===== src/rtl/ulcc_pkg.sv =====
// Shared types, constants and the CRC-32 byte update for the upload checker.
`default_nettype none
package ulcc_pkg;

   localparam logic [31:0] CRC_POLY = 32'hEDB88320;

   localparam int QUEUE_DEPTH = 4;
   localparam int QUEUE_AW    = $clog2(QUEUE_DEPTH);

   localparam int CSR_AW = 2;
   localparam int CSR_DW = 24;

   localparam logic [23:0] MAX_UPLOAD_RESET   = 24'd1048576;
   localparam logic [15:0] ACK_EVERY_RESET    = 16'd8;
   localparam logic [15:0] IDLE_TIMEOUT_RESET = 16'd5000;

   typedef enum logic [CSR_AW-1:0] {
      REG_MAX_UPLOAD   = 2'd0,
      REG_ACK_EVERY    = 2'd1,
      REG_IDLE_TIMEOUT = 2'd2
   } reg_index_type;

   typedef enum logic [2:0] {
      MODE_BEGIN    = 3'd0,
      MODE_DATA     = 3'd1,
      MODE_DATA_END = 3'd2,
      MODE_END      = 3'd3,
      MODE_TICK     = 3'd4
   } mode_type;

   typedef enum logic [2:0] {
      OP_BEGIN,
      OP_DATA,
      OP_DATA_END,
      OP_END,
      OP_TICK
   } op_type;

   typedef enum logic [3:0] {
      EV_ACK       = 4'd0,
      EV_OK        = 4'd1,
      EV_RESTARTED = 4'd2,
      EV_BAD_SIZE  = 4'd3,
      EV_TOO_LONG  = 4'd4,
      EV_TIMEOUT   = 4'd5,
      EV_NO_UPLOAD = 4'd6,
      EV_SHORT     = 4'd7,
      EV_CHECKSUM  = 4'd8
   } event_type;

   typedef struct packed {
      op_type      op;
      logic        bad_size;
      logic [23:0] size;
      logic [31:0] crc;
      logic [7:0]  data;
   } item_type;

   typedef struct packed {
      event_type   ev;
      logic [23:0] count;
      logic        last;
   } result_type;

   typedef struct packed {
      logic [23:0] max_upload;
      logic [15:0] ack_every;
      logic [15:0] idle_timeout;
   } cfg_type;

   // one byte through the reflected CRC register (uninverted form)
   function automatic logic [31:0] crc_byte(input logic [31:0] crc_in, input logic [7:0] b);
      logic [31:0] c;
      c = crc_in ^ {24'd0, b};
      for (int i = 0; i < 8; i++) begin
         c = c[0] ? ((c >> 1) ^ CRC_POLY) : (c >> 1);
      end
      return c;
   endfunction

endpackage
`default_nettype wire


===== src/rtl/ulcc_queue.sv =====
// Short item queue between the classifier and the executor.
`default_nettype none
module ulcc_queue (
   input  wire logic              clock,
   input  wire logic              reset,
   input  wire logic              push,
   input  wire ulcc_pkg::item_type push_item,
   output logic                   full,
   input  wire logic              pop,
   output logic                   head_valid,
   output ulcc_pkg::item_type     head_item
);

   ulcc_pkg::item_type            mem_ff [ulcc_pkg::QUEUE_DEPTH];
   logic [ulcc_pkg::QUEUE_AW-1:0] wr_ptr_ff, wr_ptr_in;
   logic [ulcc_pkg::QUEUE_AW-1:0] rd_ptr_ff, rd_ptr_in;
   logic [ulcc_pkg::QUEUE_AW:0]   count_ff, count_in;
   logic                          do_push, do_pop;

   assign full       = (count_ff == (ulcc_pkg::QUEUE_AW+1)'(ulcc_pkg::QUEUE_DEPTH));
   assign head_valid = (count_ff != '0);
   assign head_item  = mem_ff[rd_ptr_ff];
   assign do_push    = push && !full;
   assign do_pop     = pop && head_valid;

   always_comb begin
      wr_ptr_in = do_push ? wr_ptr_ff + 1'b1 : wr_ptr_ff;
      rd_ptr_in = do_pop ? rd_ptr_ff + 1'b1 : rd_ptr_ff;
      count_in  = count_ff;
      if (do_push && !do_pop) begin
         count_in = count_ff + 1'b1;
      end else if (do_pop && !do_push) begin
         count_in = count_ff - 1'b1;
      end
   end

   always_ff @(posedge clock) begin
      if (reset) begin
         wr_ptr_ff <= '0;
         rd_ptr_ff <= '0;
         count_ff  <= '0;
      end else begin
         wr_ptr_ff <= wr_ptr_in;
         rd_ptr_ff <= rd_ptr_in;
         count_ff  <= count_in;
      end
   end

   always_ff @(posedge clock) begin
      if (do_push) begin
         mem_ff[wr_ptr_ff] <= push_item;
      end
   end

endmodule
`default_nettype wire


===== src/rtl/ulcc_front.sv =====
// Input side: accepts items, decodes the mode and checks the declared size.
`default_nettype none
module ulcc_front (
   input  wire logic              req_tvalid,
   input  wire logic [2:0]        req_mode,
   input  wire logic [71:0]       req_payload,
   input  wire ulcc_pkg::cfg_type cfg,
   input  wire logic              queue_full,
   output logic                   req_ready,
   output logic                   push,
   output ulcc_pkg::item_type     item
);

   logic [31:0] size;
   logic        known;

   assign size      = req_payload[31:0];
   assign req_ready = !queue_full;

   always_comb begin
      item.op       = ulcc_pkg::OP_TICK;
      known         = 1'b1;
      unique case (req_mode)
         ulcc_pkg::MODE_BEGIN:    item.op = ulcc_pkg::OP_BEGIN;
         ulcc_pkg::MODE_DATA:     item.op = ulcc_pkg::OP_DATA;
         ulcc_pkg::MODE_DATA_END: item.op = ulcc_pkg::OP_DATA_END;
         ulcc_pkg::MODE_END:      item.op = ulcc_pkg::OP_END;
         ulcc_pkg::MODE_TICK:     item.op = ulcc_pkg::OP_TICK;
         default:                 known   = 1'b0;
      endcase
      item.bad_size = (size == 32'd0) || (size > {8'd0, cfg.max_upload});
      item.size     = size[23:0];
      item.crc      = req_payload[63:32];
      item.data     = req_payload[71:64];
   end

   // unused modes are taken and dropped here
   assign push = req_tvalid && !queue_full && known;

endmodule
`default_nettype wire


===== src/rtl/ulcc_back.sv =====
// Executor: upload state, CRC, counters and the result output stage.
`default_nettype none
module ulcc_back (
   input  wire logic               clock,
   input  wire logic               reset,
   input  wire ulcc_pkg::cfg_type  cfg,
   input  wire logic               head_valid,
   input  wire ulcc_pkg::item_type head_item,
   output logic                    pop,
   output logic                    rsp_valid,
   output ulcc_pkg::result_type    rsp_result,
   input  wire logic               rsp_ready
);

   logic        active_ff, active_in;
   logic [23:0] target_size_ff, target_size_in;
   logic [31:0] target_crc_ff, target_crc_in;
   logic [31:0] crc_ff, crc_in;
   logic [23:0] count_ff, count_in;
   logic [15:0] chunks_ff, chunks_in;
   logic [16:0] idle_ff, idle_in;

   logic                 out_valid_ff, out_valid_in;
   ulcc_pkg::result_type out_ff, out_in;
   logic                 pend_valid_ff, pend_valid_in;
   ulcc_pkg::result_type pend_ff, pend_in;

   ulcc_pkg::result_type res0, res1;
   logic [1:0]           n_res;
   logic                 out_free;
   logic [23:0]          count_inc;
   logic [15:0]          chunks_inc;
   logic [16:0]          idle_inc;
   logic [16:0]          timeout_ext;

   assign count_inc   = count_ff + 24'd1;
   assign chunks_inc  = chunks_ff + 16'd1;
   assign timeout_ext = {1'b0, cfg.idle_timeout};
   assign idle_inc    = (idle_ff <= timeout_ext) ? idle_ff + 17'd1 : idle_ff;

   always_comb begin
      active_in      = active_ff;
      target_size_in = target_size_ff;
      target_crc_in  = target_crc_ff;
      crc_in         = crc_ff;
      count_in       = count_ff;
      chunks_in      = chunks_ff;
      idle_in        = idle_ff;
      n_res          = 2'd0;
      res0           = '{ev: ulcc_pkg::EV_ACK, count: count_ff, last: 1'b1};
      res1           = '{ev: ulcc_pkg::EV_ACK, count: 24'd0, last: 1'b1};
      unique case (head_item.op)
         ulcc_pkg::OP_BEGIN: begin
            if (active_ff) begin
               res0.ev   = ulcc_pkg::EV_RESTARTED;
               res0.last = 1'b0;
               n_res     = 2'd2;
            end else begin
               n_res = 2'd1;
            end
            if (head_item.bad_size) begin
               res1.ev   = ulcc_pkg::EV_BAD_SIZE;
               res1.count = head_item.size;
               active_in = 1'b0;
            end else begin
               res1.ev        = ulcc_pkg::EV_ACK;
               target_size_in = head_item.size;
               target_crc_in  = head_item.crc;
               crc_in         = '1;
               count_in       = '0;
               chunks_in      = '0;
               idle_in        = '0;
               active_in      = 1'b1;
            end
            if (!active_ff) begin
               res0 = res1;
            end
         end
         ulcc_pkg::OP_DATA, ulcc_pkg::OP_DATA_END: begin
            if (active_ff) begin
               idle_in = '0;
               if (count_ff >= target_size_ff) begin
                  active_in = 1'b0;
                  res0.ev   = ulcc_pkg::EV_TOO_LONG;
                  n_res     = 2'd1;
               end else begin
                  crc_in   = ulcc_pkg::crc_byte(crc_ff, head_item.data);
                  count_in = count_inc;
                  if (head_item.op == ulcc_pkg::OP_DATA_END) begin
                     chunks_in = chunks_inc;
                     if (chunks_inc >= cfg.ack_every) begin
                        chunks_in  = '0;
                        res0.ev    = ulcc_pkg::EV_ACK;
                        res0.count = count_inc;
                        n_res      = 2'd1;
                     end
                  end
               end
            end
         end
         ulcc_pkg::OP_END: begin
            n_res = 2'd1;
            if (!active_ff) begin
               res0.ev    = ulcc_pkg::EV_NO_UPLOAD;
               res0.count = '0;
            end else begin
               active_in = 1'b0;
               if (count_ff != target_size_ff) begin
                  res0.ev = ulcc_pkg::EV_SHORT;
               end else if (~crc_ff != target_crc_ff) begin
                  res0.ev = ulcc_pkg::EV_CHECKSUM;
               end else begin
                  res0.ev = ulcc_pkg::EV_OK;
               end
            end
         end
         ulcc_pkg::OP_TICK: begin
            if (active_ff) begin
               idle_in = idle_inc;
               if (idle_inc > timeout_ext) begin
                  active_in = 1'b0;
                  res0.ev   = ulcc_pkg::EV_TIMEOUT;
                  n_res     = 2'd1;
               end
            end
         end
         default: n_res = 2'd0;
      endcase
   end

   assign out_free = !out_valid_ff || rsp_ready;
   assign pop      = head_valid && !pend_valid_ff && (out_free || n_res == 2'd0);

   always_comb begin
      out_valid_in  = out_valid_ff;
      out_in        = out_ff;
      pend_valid_in = pend_valid_ff;
      pend_in       = pend_ff;
      if (pend_valid_ff && out_free) begin
         out_valid_in  = 1'b1;
         out_in        = pend_ff;
         pend_valid_in = 1'b0;
      end else if (pop && n_res != 2'd0) begin
         out_valid_in = 1'b1;
         out_in       = res0;
         if (n_res == 2'd2) begin
            pend_valid_in = 1'b1;
            pend_in       = res1;
         end
      end else if (out_valid_ff && rsp_ready) begin
         out_valid_in = 1'b0;
      end
   end

   always_ff @(posedge clock) begin
      if (reset) begin
         active_ff     <= 1'b0;
         out_valid_ff  <= 1'b0;
         pend_valid_ff <= 1'b0;
      end else begin
         out_valid_ff  <= out_valid_in;
         pend_valid_ff <= pend_valid_in;
         if (pop) begin
            active_ff <= active_in;
         end
      end
   end

   always_ff @(posedge clock) begin
      out_ff  <= out_in;
      pend_ff <= pend_in;
      if (pop) begin
         target_size_ff <= target_size_in;
         target_crc_ff  <= target_crc_in;
         crc_ff         <= crc_in;
         count_ff       <= count_in;
         chunks_ff      <= chunks_in;
         idle_ff        <= idle_in;
      end
   end

   assign rsp_valid  = out_valid_ff;
   assign rsp_result = out_ff;

   a_pend_behind_out: assert property (@(posedge clock) disable iff (reset)
      pend_valid_ff |-> out_valid_ff)
      else $error("second result held without a first in the output stage");

   a_no_pop_with_pend: assert property (@(posedge clock) disable iff (reset)
      pend_valid_ff |-> !pop)
      else $error("item taken while a second result is still pending");

   a_close_reports: assert property (@(posedge clock) disable iff (reset)
      $fell(active_ff) |-> out_valid_ff)
      else $error("upload closed without a result");

endmodule
`default_nettype wire


===== src/rtl/upload_length_crc_checker_core.sv =====
// Top level of the upload length and CRC-32 checker.
//
// req channel: one item per transfer; req_tuser holds the mode (begin, data,
// data ending a chunk, end, tick), req_tdata the declared size, the expected
// CRC and the data byte. rsp channel: one result per transfer; rsp_tuser is
// the event code, rsp_tdata the byte count, rsp_tlast marks the final result
// caused by an item. csr_we/csr_addr/csr_wdata write the size limit, the ack
// interval and the idle timeout; writes to unknown indexes are dropped.
// An accepted item sits in a four-entry queue; the executor takes one item
// per cycle unless a pending result or a stalled output stage holds it, and
// each result is registered in the output stage. A begin that restarts an
// open upload gives two results and holds the executor until the second
// leaves the pending register. The CRC byte update is combinational.
// When rsp_tready is low, results wait in the output stage and the queue
// fills; req_tready drops once the queue is full.
// Reset clears the queue, the output stage and the open upload, and loads
// the registers with their default values.
`default_nettype none
module upload_length_crc_checker_core (
   input  wire logic                        clock,
   input  wire logic                        reset,
   input  wire logic                        req_tvalid,
   output logic                             req_tready,
   input  wire logic [71:0]                 req_tdata,  // declared_size, expected_crc, data_byte
   input  wire logic [2:0]                  req_tuser,  // mode
   output logic                             rsp_tvalid,
   input  wire logic                        rsp_tready,
   output logic [23:0]                      rsp_tdata,  // byte_count
   output logic [3:0]                       rsp_tuser,  // event_res
   output logic                             rsp_tlast,  // last_result
   input  wire logic                        csr_we,
   input  wire logic [ulcc_pkg::CSR_AW-1:0] csr_addr,
   input  wire logic [ulcc_pkg::CSR_DW-1:0] csr_wdata
);

   ulcc_pkg::cfg_type    cfg_ff;
   ulcc_pkg::item_type   push_item, head_item;
   ulcc_pkg::result_type result;
   logic                 push, full, pop, head_valid;

   always_ff @(posedge clock) begin
      if (reset) begin
         cfg_ff.max_upload   <= ulcc_pkg::MAX_UPLOAD_RESET;
         cfg_ff.ack_every    <= ulcc_pkg::ACK_EVERY_RESET;
         cfg_ff.idle_timeout <= ulcc_pkg::IDLE_TIMEOUT_RESET;
      end else if (csr_we) begin
         unique case (csr_addr)
            ulcc_pkg::REG_MAX_UPLOAD:   cfg_ff.max_upload   <= csr_wdata;
            ulcc_pkg::REG_ACK_EVERY:    cfg_ff.ack_every    <= csr_wdata[15:0];
            ulcc_pkg::REG_IDLE_TIMEOUT: cfg_ff.idle_timeout <= csr_wdata[15:0];
            default: ;
         endcase
      end
   end

   ulcc_front u_front (
      .req_tvalid  (req_tvalid),
      .req_mode    (req_tuser),
      .req_payload (req_tdata),
      .cfg         (cfg_ff),
      .queue_full  (full),
      .req_ready   (req_tready),
      .push        (push),
      .item        (push_item)
   );

   ulcc_queue u_queue (
      .clock      (clock),
      .reset      (reset),
      .push       (push),
      .push_item  (push_item),
      .full       (full),
      .pop        (pop),
      .head_valid (head_valid),
      .head_item  (head_item)
   );

   ulcc_back u_back (
      .clock      (clock),
      .reset      (reset),
      .cfg        (cfg_ff),
      .head_valid (head_valid),
      .head_item  (head_item),
      .pop        (pop),
      .rsp_valid  (rsp_tvalid),
      .rsp_result (result),
      .rsp_ready  (rsp_tready)
   );

   assign rsp_tdata = result.count;
   assign rsp_tuser = result.ev;
   assign rsp_tlast = result.last;

endmodule
`default_nettype wire


===== config.mk =====
export PLATFORM = sky130hd
export DESIGN_NAME = upload_length_crc_checker_core
export DESIGN_NICKNAME = d
export VERILOG_FILES = /design/src/rtl/ulcc_pkg.sv /design/src/rtl/ulcc_queue.sv /design/src/rtl/ulcc_front.sv /design/src/rtl/ulcc_back.sv /design/src/rtl/upload_length_crc_checker_core.sv
export SDC_FILE = /design/constraint.sdc
export NUM_CORES = 1
export LEC_CHECK = 0
export ABC_AREA = 1
export BUFFER_PORTS_ARGS = -buffer_cell sky130_fd_sc_hd__buf_4
export CAP_MARGIN = 20
export CORE_MARGIN = 4
export CORE_UTILIZATION = 64
export CTS_BUF_LIST = sky130_fd_sc_hd__clkbuf_8
export DETAILED_ROUTE_END_ITERATION = 6
export PLACE_DENSITY = 0.9
export SLEW_MARGIN = 15
export SYNTH_ARGS = -nofsm -noshare
export SYNTH_HDL_FRONTEND = slang
export SYNTH_SLANG_ARGS = --single-unit

===== constraint.sdc =====
create_clock -name clock -period 8.8 [get_ports clock]
set_clock_uncertainty 0.15 [all_clocks]
set_input_delay 1.76 -clock clock [delete_from_list [all_inputs] [get_ports clock]]
set_output_delay 1.76 -clock clock [all_outputs]
set_load 0.005 [all_outputs]

# Word-level counts from Yosys, hierarchy flattened

Memory sizes are Yosys's and may differ from the RTL's. A register that Yosys moved wholly into a read port is not among the register bits.
Index checks and enable logic that the tools add are counted.

Add/sub/neg operators: 7
$lt $le $gt $ge: 5
Equal/unequal tests: 19
Muxes and demuxes: 71
Bitwise logic cells: 12
Reduce and logical (&&, ||, !) cells: 45

Operators by type and width:

| kind                                                             | count |
|---|---|
| 32-bit 2-to-1 mux                                                | 11 |
| 24-bit 2-to-1 mux                                                | 7 |
| 13-bit inverter with 14-bit output                               | 8 |
| 16-bit 2-to-1 mux                                                | 5 |
| 24-bit case mux with 3 select lines                              | 1 |
| 17-bit 2-to-1 mux                                                | 4 |
| 32-bit case mux with 2 select lines                              | 1 |
| 29-bit 2-to-1 mux                                                | 2 |
| 28-bit 2-to-1 mux                                                | 2 |
| 17-bit case mux with 3 select lines                              | 1 |
| 24-bit case mux with 2 select lines                              | 1 |
| 32-bit by 24-bit greater-than comparator with 1-bit output       | 1 |
| 32-bit logical NOT                                               | 1 |
| 32-bit != test                                                   | 1 |
| 32-bit inverter                                                  | 1 |
| 16-bit case mux with 2 select lines                              | 1 |
| 32-bit by 8-bit bitwise XOR with 32-bit output                   | 1 |
| 27-bit 2-to-1 mux                                                | 1 |
| 24-bit by 1-bit adder with 24-bit output (second input constant) | 1 |
| 24-bit >= comparator                                             | 1 |
| 24-bit != test                                                   | 1 |
| 4-bit 2-to-1 mux                                                 | 5 |
| 17-bit by 1-bit adder with 17-bit output (second input constant) | 1 |
| 17-bit by 16-bit greater-than comparator with 1-bit output       | 1 |
| other kinds (35)                                                 | 99 |

Bits in registers: 268
Bits in writable memories: 272
Output and inout bits: 31
Word-level logic and storage cells: 180
Memories kept: 1

Memories:

| name           | depth | bits a word | rd ports | clocked after memory_dff | write ports | line             | text |
|---|---|---|---|---|---|---|---|
| u_queue.mem_ff | 4     | 68          | 1        | 1                        | 1           | ulcc_queue.sv:14 | `ulcc_pkg::item_type mem_ff [ulcc_pkg::QUEUE_DEPTH];` |

# Logic depth before layout (Yosys ltp)

Gate-level depths: netlist (run 1).

Depth after elaboration: 20
Gate-level depth with buffers: 39

# Cells and area by module

Synthesis (run 1) repeated with hierarchy kept, for this count alone.

Cells, all modules: 2,654
Area total of the unflattened synthesis: 26,751.9 um2

By module, submodules not included:

| module                         | times used | cells an instance | area an instance (um2) | sequential area each (um2) |
|---|---|---|---|---|
| ulcc_back                      | 1          | 1,381             | 12,509.5               | 6,035.8 |
| ulcc_queue                     | 1          | 726               | 10,543.9               | 8,348.0 |
| upload_length_crc_checker_core | 1          | 352               | 2,443.6                | 1,121.1 |
| ulcc_front                     | 1          | 195               | 1,255.0                | 0.0 |

# Least setup slack after synthesis (run 1)

Ideal clock, no wire load.

Path type: register to register
From: register u_back.idle_ff[11]
To: register u_back.target_crc_ff[0] (enable)
Setup time: 0.539 ns
Arrival: 7.243 ns
Slack: 0.868 ns
Cell stages (with the launch flop): 29
Buffers on the path: 0
Cell sequence: edfxtp_1 ha_1 nand4_1 nor4b_1 nand2_1 nand2_1 nand3_1 nor3_1 nand2_1 xor2_1 inv_1 ha_1 nand2_1 nor2_1 nand3b_1 nand3_1 nand2_1 nand2_1 nand2_1 nand2_1 nand2_1 nand2_1 nand2_1 nand2_1 nand2_1 nand3_1 nand2_1 nand2_1 nor3_1

Word-level cells in the longest chain between the ends: 10
Elaborated cells between the ends (all ways): 11
Those cells by class: add/sub (1); order compare (2); mux (4); reduce/logical (4)

Ends and longest elaborated chain:

| item                                                       | line             | text |
|---|---|---|
| start: declaration                                         | ulcc_back.sv:21  | `logic [16:0] idle_ff, idle_in;` |
| start signal: assignment                                   | ulcc_back.sv:178 | `idle_ff <= idle_in;` |
| 17-bit by 16-bit <= comparator with 1-bit output           | ulcc_back.sv:39  | `assign idle_inc = (idle_ff <= timeout_ext) ? idle_ff + 17'd1 : idle_ff;` |
| 17-bit 2-to-1 mux                                          | ulcc_back.sv:39  |  |
| via u_back.idle_inc[7]                                     | ulcc_back.sv:33  | `logic [16:0] idle_inc;` |
| 17-bit by 16-bit greater-than comparator with 1-bit output | ulcc_back.sv:120 | `if (idle_inc > timeout_ext) begin` |
| 1-bit 2-to-1 mux                                           | ulcc_back.sv:120 |  |
| 1-bit 2-to-1 mux                                           | ulcc_back.sv:118 | `if (active_ff) begin` |
| 2-bit case mux with 4 select lines                         | ulcc_back.sv:52  | `unique case (head_item.op)` |
| 2-bit logical NOT                                          | ulcc_back.sv:132 | `assign pop = head_valid && !pend_valid_ff && (out_free \|\| n_res == 2'd0);` |
| 1-bit logical OR                                           | ulcc_back.sv:132 |  |
| 1-bit logical AND                                          | ulcc_back.sv:132 |  |
| 3-bit AND reduction (no line)                              | --               |  |
| end signal: assignment                                     | ulcc_back.sv:174 | `target_crc_ff <= target_crc_in;` |
| end: declaration                                           | ulcc_back.sv:17  | `logic [31:0] target_crc_ff, target_crc_in;` |

The timed path passes the listed nets, and every way through them passes these cells.
A chain may end at the register's enable or synchronous reset.

# Worst setup path after layout (run 1)

From: register u_back.idle_ff[11]
To: register u_back.crc_ff[3] (enable)

Word-level cells in the longest chain between the ends: 10
Elaborated cells between the ends (all ways): 11
Those cells by class: add/sub (1); order compare (2); mux (4); reduce/logical (4)

Ends and longest elaborated chain:

| item                                                       | line             | text |
|---|---|---|
| 17-bit by 16-bit <= comparator with 1-bit output           | ulcc_back.sv:39  |  |
| 17-bit 2-to-1 mux                                          | ulcc_back.sv:39  |  |
| via u_back.idle_inc[9]                                     | ulcc_back.sv:33  |  |
| 17-bit by 16-bit greater-than comparator with 1-bit output | ulcc_back.sv:120 |  |
| 1-bit 2-to-1 mux                                           | ulcc_back.sv:120 |  |
| 1-bit 2-to-1 mux                                           | ulcc_back.sv:118 |  |
| 2-bit case mux with 4 select lines                         | ulcc_back.sv:52  |  |
| 2-bit logical NOT                                          | ulcc_back.sv:132 |  |
| 1-bit logical OR                                           | ulcc_back.sv:132 |  |
| 1-bit logical AND                                          | ulcc_back.sv:132 |  |
| 5-bit AND reduction (no line)                              | --               |  |
| end signal: assignment                                     | ulcc_back.sv:175 | `crc_ff <= crc_in;` |
| end: declaration                                           | ulcc_back.sv:18  | `logic [31:0] crc_ff, crc_in;` |

The timed path passes the listed nets, and every way through them passes these cells.

==> results.md, run 1 <==
- Final Instance Area: 0.0284 mm^2
- Met3 usage: 5.50%
- Layer with the highest usage: met2
- Synth warn: 0
- Post-DP HPWL: 42200 um
- Total Nets Final: 2751
- Clk network pwr share: 19.6%
- Starting density of the core: 65.1%
- CP most frequent cell: nand2_1
- CP arrival: 6.23 ns
- Vias in the first global route: 18800
- Max Root-Sink Buffers: 3
- Crit-path leading delay family: simple AND/OR/NAND/NOR gates
- Final Power: 10.1 mW
- Synthesized area per cell: 10.6 um^2
- Cell accounting for the most synthesized area: edfxtp_1
- Fin Setup TNS: 0 ns
- Sequential fraction of the synthesis area: 61.2%
- CTS Hold Bufs: 0
- Post-synth ARST share: 0%
- Count of pins over their slew limit: 0
- Layout cells sized above 1: 11.8%
- LEAKAGE: 11.1 nW
- Slew @ Worst Pin: 1.14 ns
- Clk sinks: 539
- Diode count: 0
- Root Driver: clkbuf_8
- Most frequent cell after synthesis: edfxtp_1
- Routed Antenna Nets: 0
- Syn Inst Count: 2392
- Final WS setup: 2.69 ns
- Slew Limit Headroom: 24.0%
- Area Growth Syn to Fin: 12.2%
- Period utilization: 69.5%
- Worst setup EP type: flop
- Total Die Area: 0.0428 mm^2
- Crit path kind: flop to flop
- Hold Path Class: flop to flop
- Fmax: 0.164 GHz
- Htree depth: 3
- Top cells by area, synth: edfxtp_1, dfxtp_1, ha_1, o21ai_0, nand2_1
- Slowest cell delay on critical path: 0.56 ns
- Pint: 5.95 mW
- Initial drt markers: 2221
- Status: completed
- Core Area: 0.0389 mm^2
- CP bufs+invs: 2
- Met1 GRT Util: 38.5%
- Drt wl/cell: 20.1 um
- Placer Congestion: 0.950
- Total detailed-routing wirelength: 62800 um
- Vert. Die Dim: 207 um
- All-Layer GR Usage: 29.1%
- Router iterations before antenna repair: 5
- Avg Vias per Cell: 6.10
- Die X: 207 um
- Worst skew pair latency: 0.66 ns
- Number of flops mapped to enable cells by yosys: 471
- Worst VDD drop: 0.000213 V
- Total grt overflow: 0
- Pin count of the biggest net entering global routing: 85
- DRC: 0
- Hold Vio Cnt, Final: 0
- Final setup fails: 0
- Vias after detailed routing: 19100
- Initial antenna violation count: 1
- Gate power share: 41.5%
- #FFs+latches synth: 539
- Global-route wire length before repair: 97500 um
- DP Area: 0.0268 mm^2
- Worst setup SP type: flop
- Syn Std Cell Area: 0.0253 mm^2
- CTS tree: built
- PostCTS Resize Cnt: 0
- Core Rows: 72
- Switch Pwr: 4.20 mW
- Setup Fix Bufs, Post-CTS: 0
- Pre-CTS setup slack: 2.90 ns
- Worst path required time: 8.91 ns
- List of most frequent post-synthesis cells: edfxtp_1, nand2_1, nor2_1, inv_1, o21ai_0
- CP Max Fanout: 42
- Yosys top cell area share: 55.9%
- Clock slew at reported path FFs: 0.07 ns
- Met2 Usage GRT: 48.0%
- Yosys cell types: 54
- Unrepaired setup endpoints after global routing: false
- Power per cell area: 357 mW/mm^2
- CP max stage cell: buf_4
- Sw Ratio: 41.4%
- Prevailing post-synth register cell: edfxtp_1
- Reg power frac: 38.9%
- CTS Buf Count: 83
- Syn Nets: 2603
- I/O pins: 137
- PortBufs: 136
- Max Cap Violations: 0
- Tmin final: 6.11 ns
[layout make-up]
type	instances	area [um^2]
clock inverter	66	354
timing repair buffer	154	1180
multi-input combinational	1508	8530
clock buffer	89	1220
fill	2522	10500
inverter	254	955
sequential	539	15500
tap	518	648
[power groups by stage]
stage / Clock, mW / Combinational, mW / Sequential (mW)
final: 1.99 / 4.21 / 3.94
after global routing: 2.13 / 4.64 / 3.98
after CTS: 2.00 / 4.13 / 3.93
after detailed placement: 0 / 4.05 / 3.98
after global placement: 0 / 3.85 / 3.95
after floorplan: 0 / 2.96 / 3.84
[worst paths after layout]
check | start | end | slack (ns) | cells past startpoint
max reg2reg | u_back.idle_ff[11]$_SDFFCE_PP0P_ | u_back.crc_ff[3]$_SDFFCE_PN1P_ | 2.69 | 28
min | cfg_ff[39]$_SDFFE_PP0P_ | cfg_ff[39]$_SDFFE_PP0P_ | 0.32 | 2
max | u_back.idle_ff[11]$_SDFFCE_PP0P_ | u_back.crc_ff[3]$_SDFFCE_PN1P_ | 2.69 | 28
min reg2reg | cfg_ff[39]$_SDFFE_PP0P_ | cfg_ff[39]$_SDFFE_PP0P_ | 0.32 | 2
[cells by family (layout without fill, tap and decap cells)]
logic type	count (synthesis)	count (layout)	synth area share [%]
compound gates	515	515	11.1
xor+xnor	106	106	4.11
fa+ha+maj	105	105	5.22
buf+inv	345	563	5.26
flops	539	539	61.2
simple gates	782	782	13.1
[routing by layer]
layer | up-vias | part of all wire (%)
met5 | - | 0.018
met4 | 2 | 3.7
met3 | 193 | 11
met2 | 1129 | 48
met1 | 9087 | 38
li1 | 8662 | -
[state kept, by name, indices dropped and copies added, names as in the netlist, 3 cells and up, named ones only]
signal                 cells
u_back.pend_ff            25
u_back.rsp_result         29
u_back.crc_ff             32
u_back.target_size_ff     24
u_queue.mem_ff           272
cfg_ff                    56
u_back.target_crc_ff      32
u_back.idle_ff            17
u_queue.count_ff           3
u_back.count_ff           24
u_back.chunks_ff          16
[cell usage in the layout, fill, tap and decap left out, types with 4 or more instances in the layout]
master	count
or2_2	10
o211ai_1	14
buf_4	152
o21ai_1	6
nand3_1	94
inv_1	273
inv_6	4
nand2_2	5
clkinv_1	23
ha_1	104
nor4_1	19
xnor2_1	27
xor2_1	70
nand4_1	24
xor2_4	4
nor2_4	4
nor2_1	276
a22oi_1	16
edfxtp_1	471
nand2_1	305
nor3_1	28
dfxtp_1	66
clkbuf_8	89
a21oi_1	141
o21ai_0	246
o22ai_1	68
clkinv_2	13
[stage by stage]
step	util, %	cells	hold slack (ns)
2_1_floorplan	-	2392	0.283
3_3_place_gp	68.8	2971	0.294
3_5_place_dp	68.8	2971	0.306
4_1_cts	72.9	3126	0.313
5_1_grt	73.0	3128	0.334
6_report	73.0	3128	0.317
[worst register-to-register path, delay by kind of cell, from the launching register on]
family          cells  cell delay, ns
xor+xnor            1            0.22
fa+ha+maj           2            0.52
simple gates       21            3.10
compound gates      2            0.64
buf+inv             2            0.64
flops               1            0.46
Note: power is estimated with default switching activity, not from simulation.
==> inputs of run 2 (changes only) <==
==> constraint.sdc (replaced) <==
create_clock -name clock -period 5.7 [get_ports clock]
set_clock_uncertainty 0.15 [all_clocks]
set_input_delay 1.14 -clock clock [delete_from_list [all_inputs] [get_ports clock]]
set_output_delay 1.14 -clock clock [all_outputs]
set_load 0.005 [all_outputs]
==> run 2 against run 1 <==
Against the previous run:
- worst hold slack worse by 0.0027 ns
- cell count rose by 0.67%
- register-to-register slack lost 2.2 ns
- die area stayed put
- critical path depth increased by 6
- routed wire length is 0.94% higher
- maximum frequency increased by 17%
- clock-buffer cell count is the same
- core utilization increased by 0.80 points
- clock power rose by 58%
- critical path type unchanged
- largest cell class unchanged
==> results.md, run 2 (synthesis results as in run 1) <==
- Hold Path Class: flop to flop
- Avg Vias per Cell: 6.03
- Final WS setup: 0.480 ns
- Vias in the first global route: 18600
- Most common cell after layout, fill and taps aside: edfxtp_1
- I/O pins: 137
- Critical path origin: u_back.chunks_ff[0]$_SDFFCE_PP0P_
- Vias after detailed routing: 19000
- Sequential cell area: 0.0155 mm^2
- CP Max Fanout: 5
- Max Root-Sink Buffers: 3
- Hold path startpoint: cfg_ff[24]$_SDFFE_PP0P_
- Clock slew at reported path FFs: 0.06 ns
- Hold Vio Cnt, Final: 0
- Final Power: 15.8 mW
- FF-to-FF Start: u_back.chunks_ff[0]$_SDFFCE_PP0P_
- CTS Buf Count: 84
- Router iterations before antenna repair: 7
- Total grt overflow: 0
- Fmax: 0.192 GHz
- Worst setup SP type: flop
- All-Layer GR Usage: 29.5%
- Worst path required time: 6.08 ns
- LEAKAGE: 11.2 nW
- Layout cells sized above 1: 12.9%
- Commonest cells after routing, fill and taps aside: edfxtp_1, nand2_1, inv_1, nor2_1, o21ai_0
- Placer Congestion: 0.946
- Root Driver: clkbuf_8
- Slew @ Worst Pin: 0.888 ns
- Core Rows: 72
- Htree depth: 3
- Starting density of the core: 65.1%
- Pre-CTS setup slack: 0.265 ns
- Top flop regs: u_queue.mem_ff: 272 flops, cfg_ff: 56 flops
- Slew Limit Headroom: 40.2%
- Tmin final: 5.22 ns
- Status: completed
- Unrepaired setup endpoints after global routing: false
- Total Die Area: 0.0428 mm^2
- Drt wl/cell: 20.1 um
- Area occupied by multi-input gates: 0.00857 mm^2
- Routed Antenna Nets: 0
- Power per cell area: 551 mW/mm^2
- Clk sinks: 539
- Pin count of the biggest net entering global routing: 69
- Max Cap Violations: 0
- CP max stage cell: edfxtp_1
- Core Area: 0.0389 mm^2
- # fillers: 2479
- CP arrival: 5.60 ns
- Count of pins over their slew limit: 0
- Initial antenna violation count: 1
- Worst skew pair latency: 0.65 ns
- Slowest cell delay on critical path: 0.43 ns
- Total detailed-routing wirelength: 63400 um
- Period utilization: 91.6%
- Global-route wire length before repair: 98600 um
- Final setup fails: 0
- Post-DP HPWL: 42000 um
- Worst VDD drop: 0.000405 V
- Vert. Die Dim: 207 um
- CTS Hold Bufs: 0
- Area Growth Syn to Fin: 13.4%
- Max FFs per register: 272
- Worst setup EP type: flop
- Initial drt markers: 2108
- Total Nets Final: 2772
- DRC: 0
- Register with the most flip-flops: u_queue.mem_ff
- CTS tree: built
- PortBufs: 136
- Die X: 207 um
- Fin Setup TNS: 0 ns
- Crit path kind: flop to flop
[run 2: cell count changes in the layout (fill, tap and decap cells not counted), sizes merged]
cell	before	now
inv	281	282
bufinv	2	3
clkinv	36	32
diode	0	1
buf	154	174
clkinvlp	1	3
[run 2: stage by stage]
step | hold WS, ns | util (%) | cells | area [um^2]
floorplan | 0.283 | - | 2392 | 25300
global route | 0.325 | 73.8 | 3149 | 28700
global placement | 0.295 | 69.3 | 2987 | 27000
CTS | 0.314 | 73.5 | 3142 | 28600
detailed placement | 0.305 | 69.3 | 2987 | 27000
finish | 0.314 | 73.8 | 3149 | 28700
[run 2: layout make-up]
type                    count  area share (%)
clock inverters            66            1.34
multi-input cells        1508            29.9
repair buffers            174            4.95
inverters                 254            3.32
flip-flops and latches    539            54.0
diodes                      1         0.00871
well taps                 518            2.26
clock buffers              89            4.26
[run 2: final timing paths]
check	to	slack (ns)	cells after the start
worst min register to register	cfg_ff[24]$_SDFFE_PP0P_	0.31	2
worst min-delay path	cfg_ff[24]$_SDFFE_PP0P_	0.31	2
worst max register to register	u_queue.count_ff[2]$_SDFFE_PP0P_	0.48	34
worst max-delay path	u_queue.count_ff[2]$_SDFFE_PP0P_	0.48	34
[run 2: timing repair]
| action | 4_1_cts | 5_1_grt |
|---|---|---|
| buffers inserted | 0 | 4 |
| hold endpoints to repair | 0 | 0 |
| gates resized for setup | 0 | 11 |
| setup endpoints to repair | 0 | 147 |
[run 2: critical path: cells and delay by family, from the launching register on]
| family | cells | cell delay, ns |
|---|---|---|
| simple gates | 18 | 2.23 |
| fa+ha+maj | 4 | 1.05 |
| buf+inv | 7 | 0.54 |
| compound gates | 4 | 0.49 |
| flops | 1 | 0.43 |
| xor+xnor | 1 | 0.22 |
[run 2: routing by layer]
metal  GRT usage [%]  vias up  share of wire, %
met3            5.70      161                11
met4            11.5        0               3.3
li1                -     8715                 -
met5               0        -                 0
met2            48.2     1135                48
met1            39.6     8976                37
[run 2: where the power goes]
group	switching, mW	total (mW)	internal, mW
combinational	4.46	6.69	2.24
clock	1.54	3.14	1.60
sequential	0.527	6.00	5.47
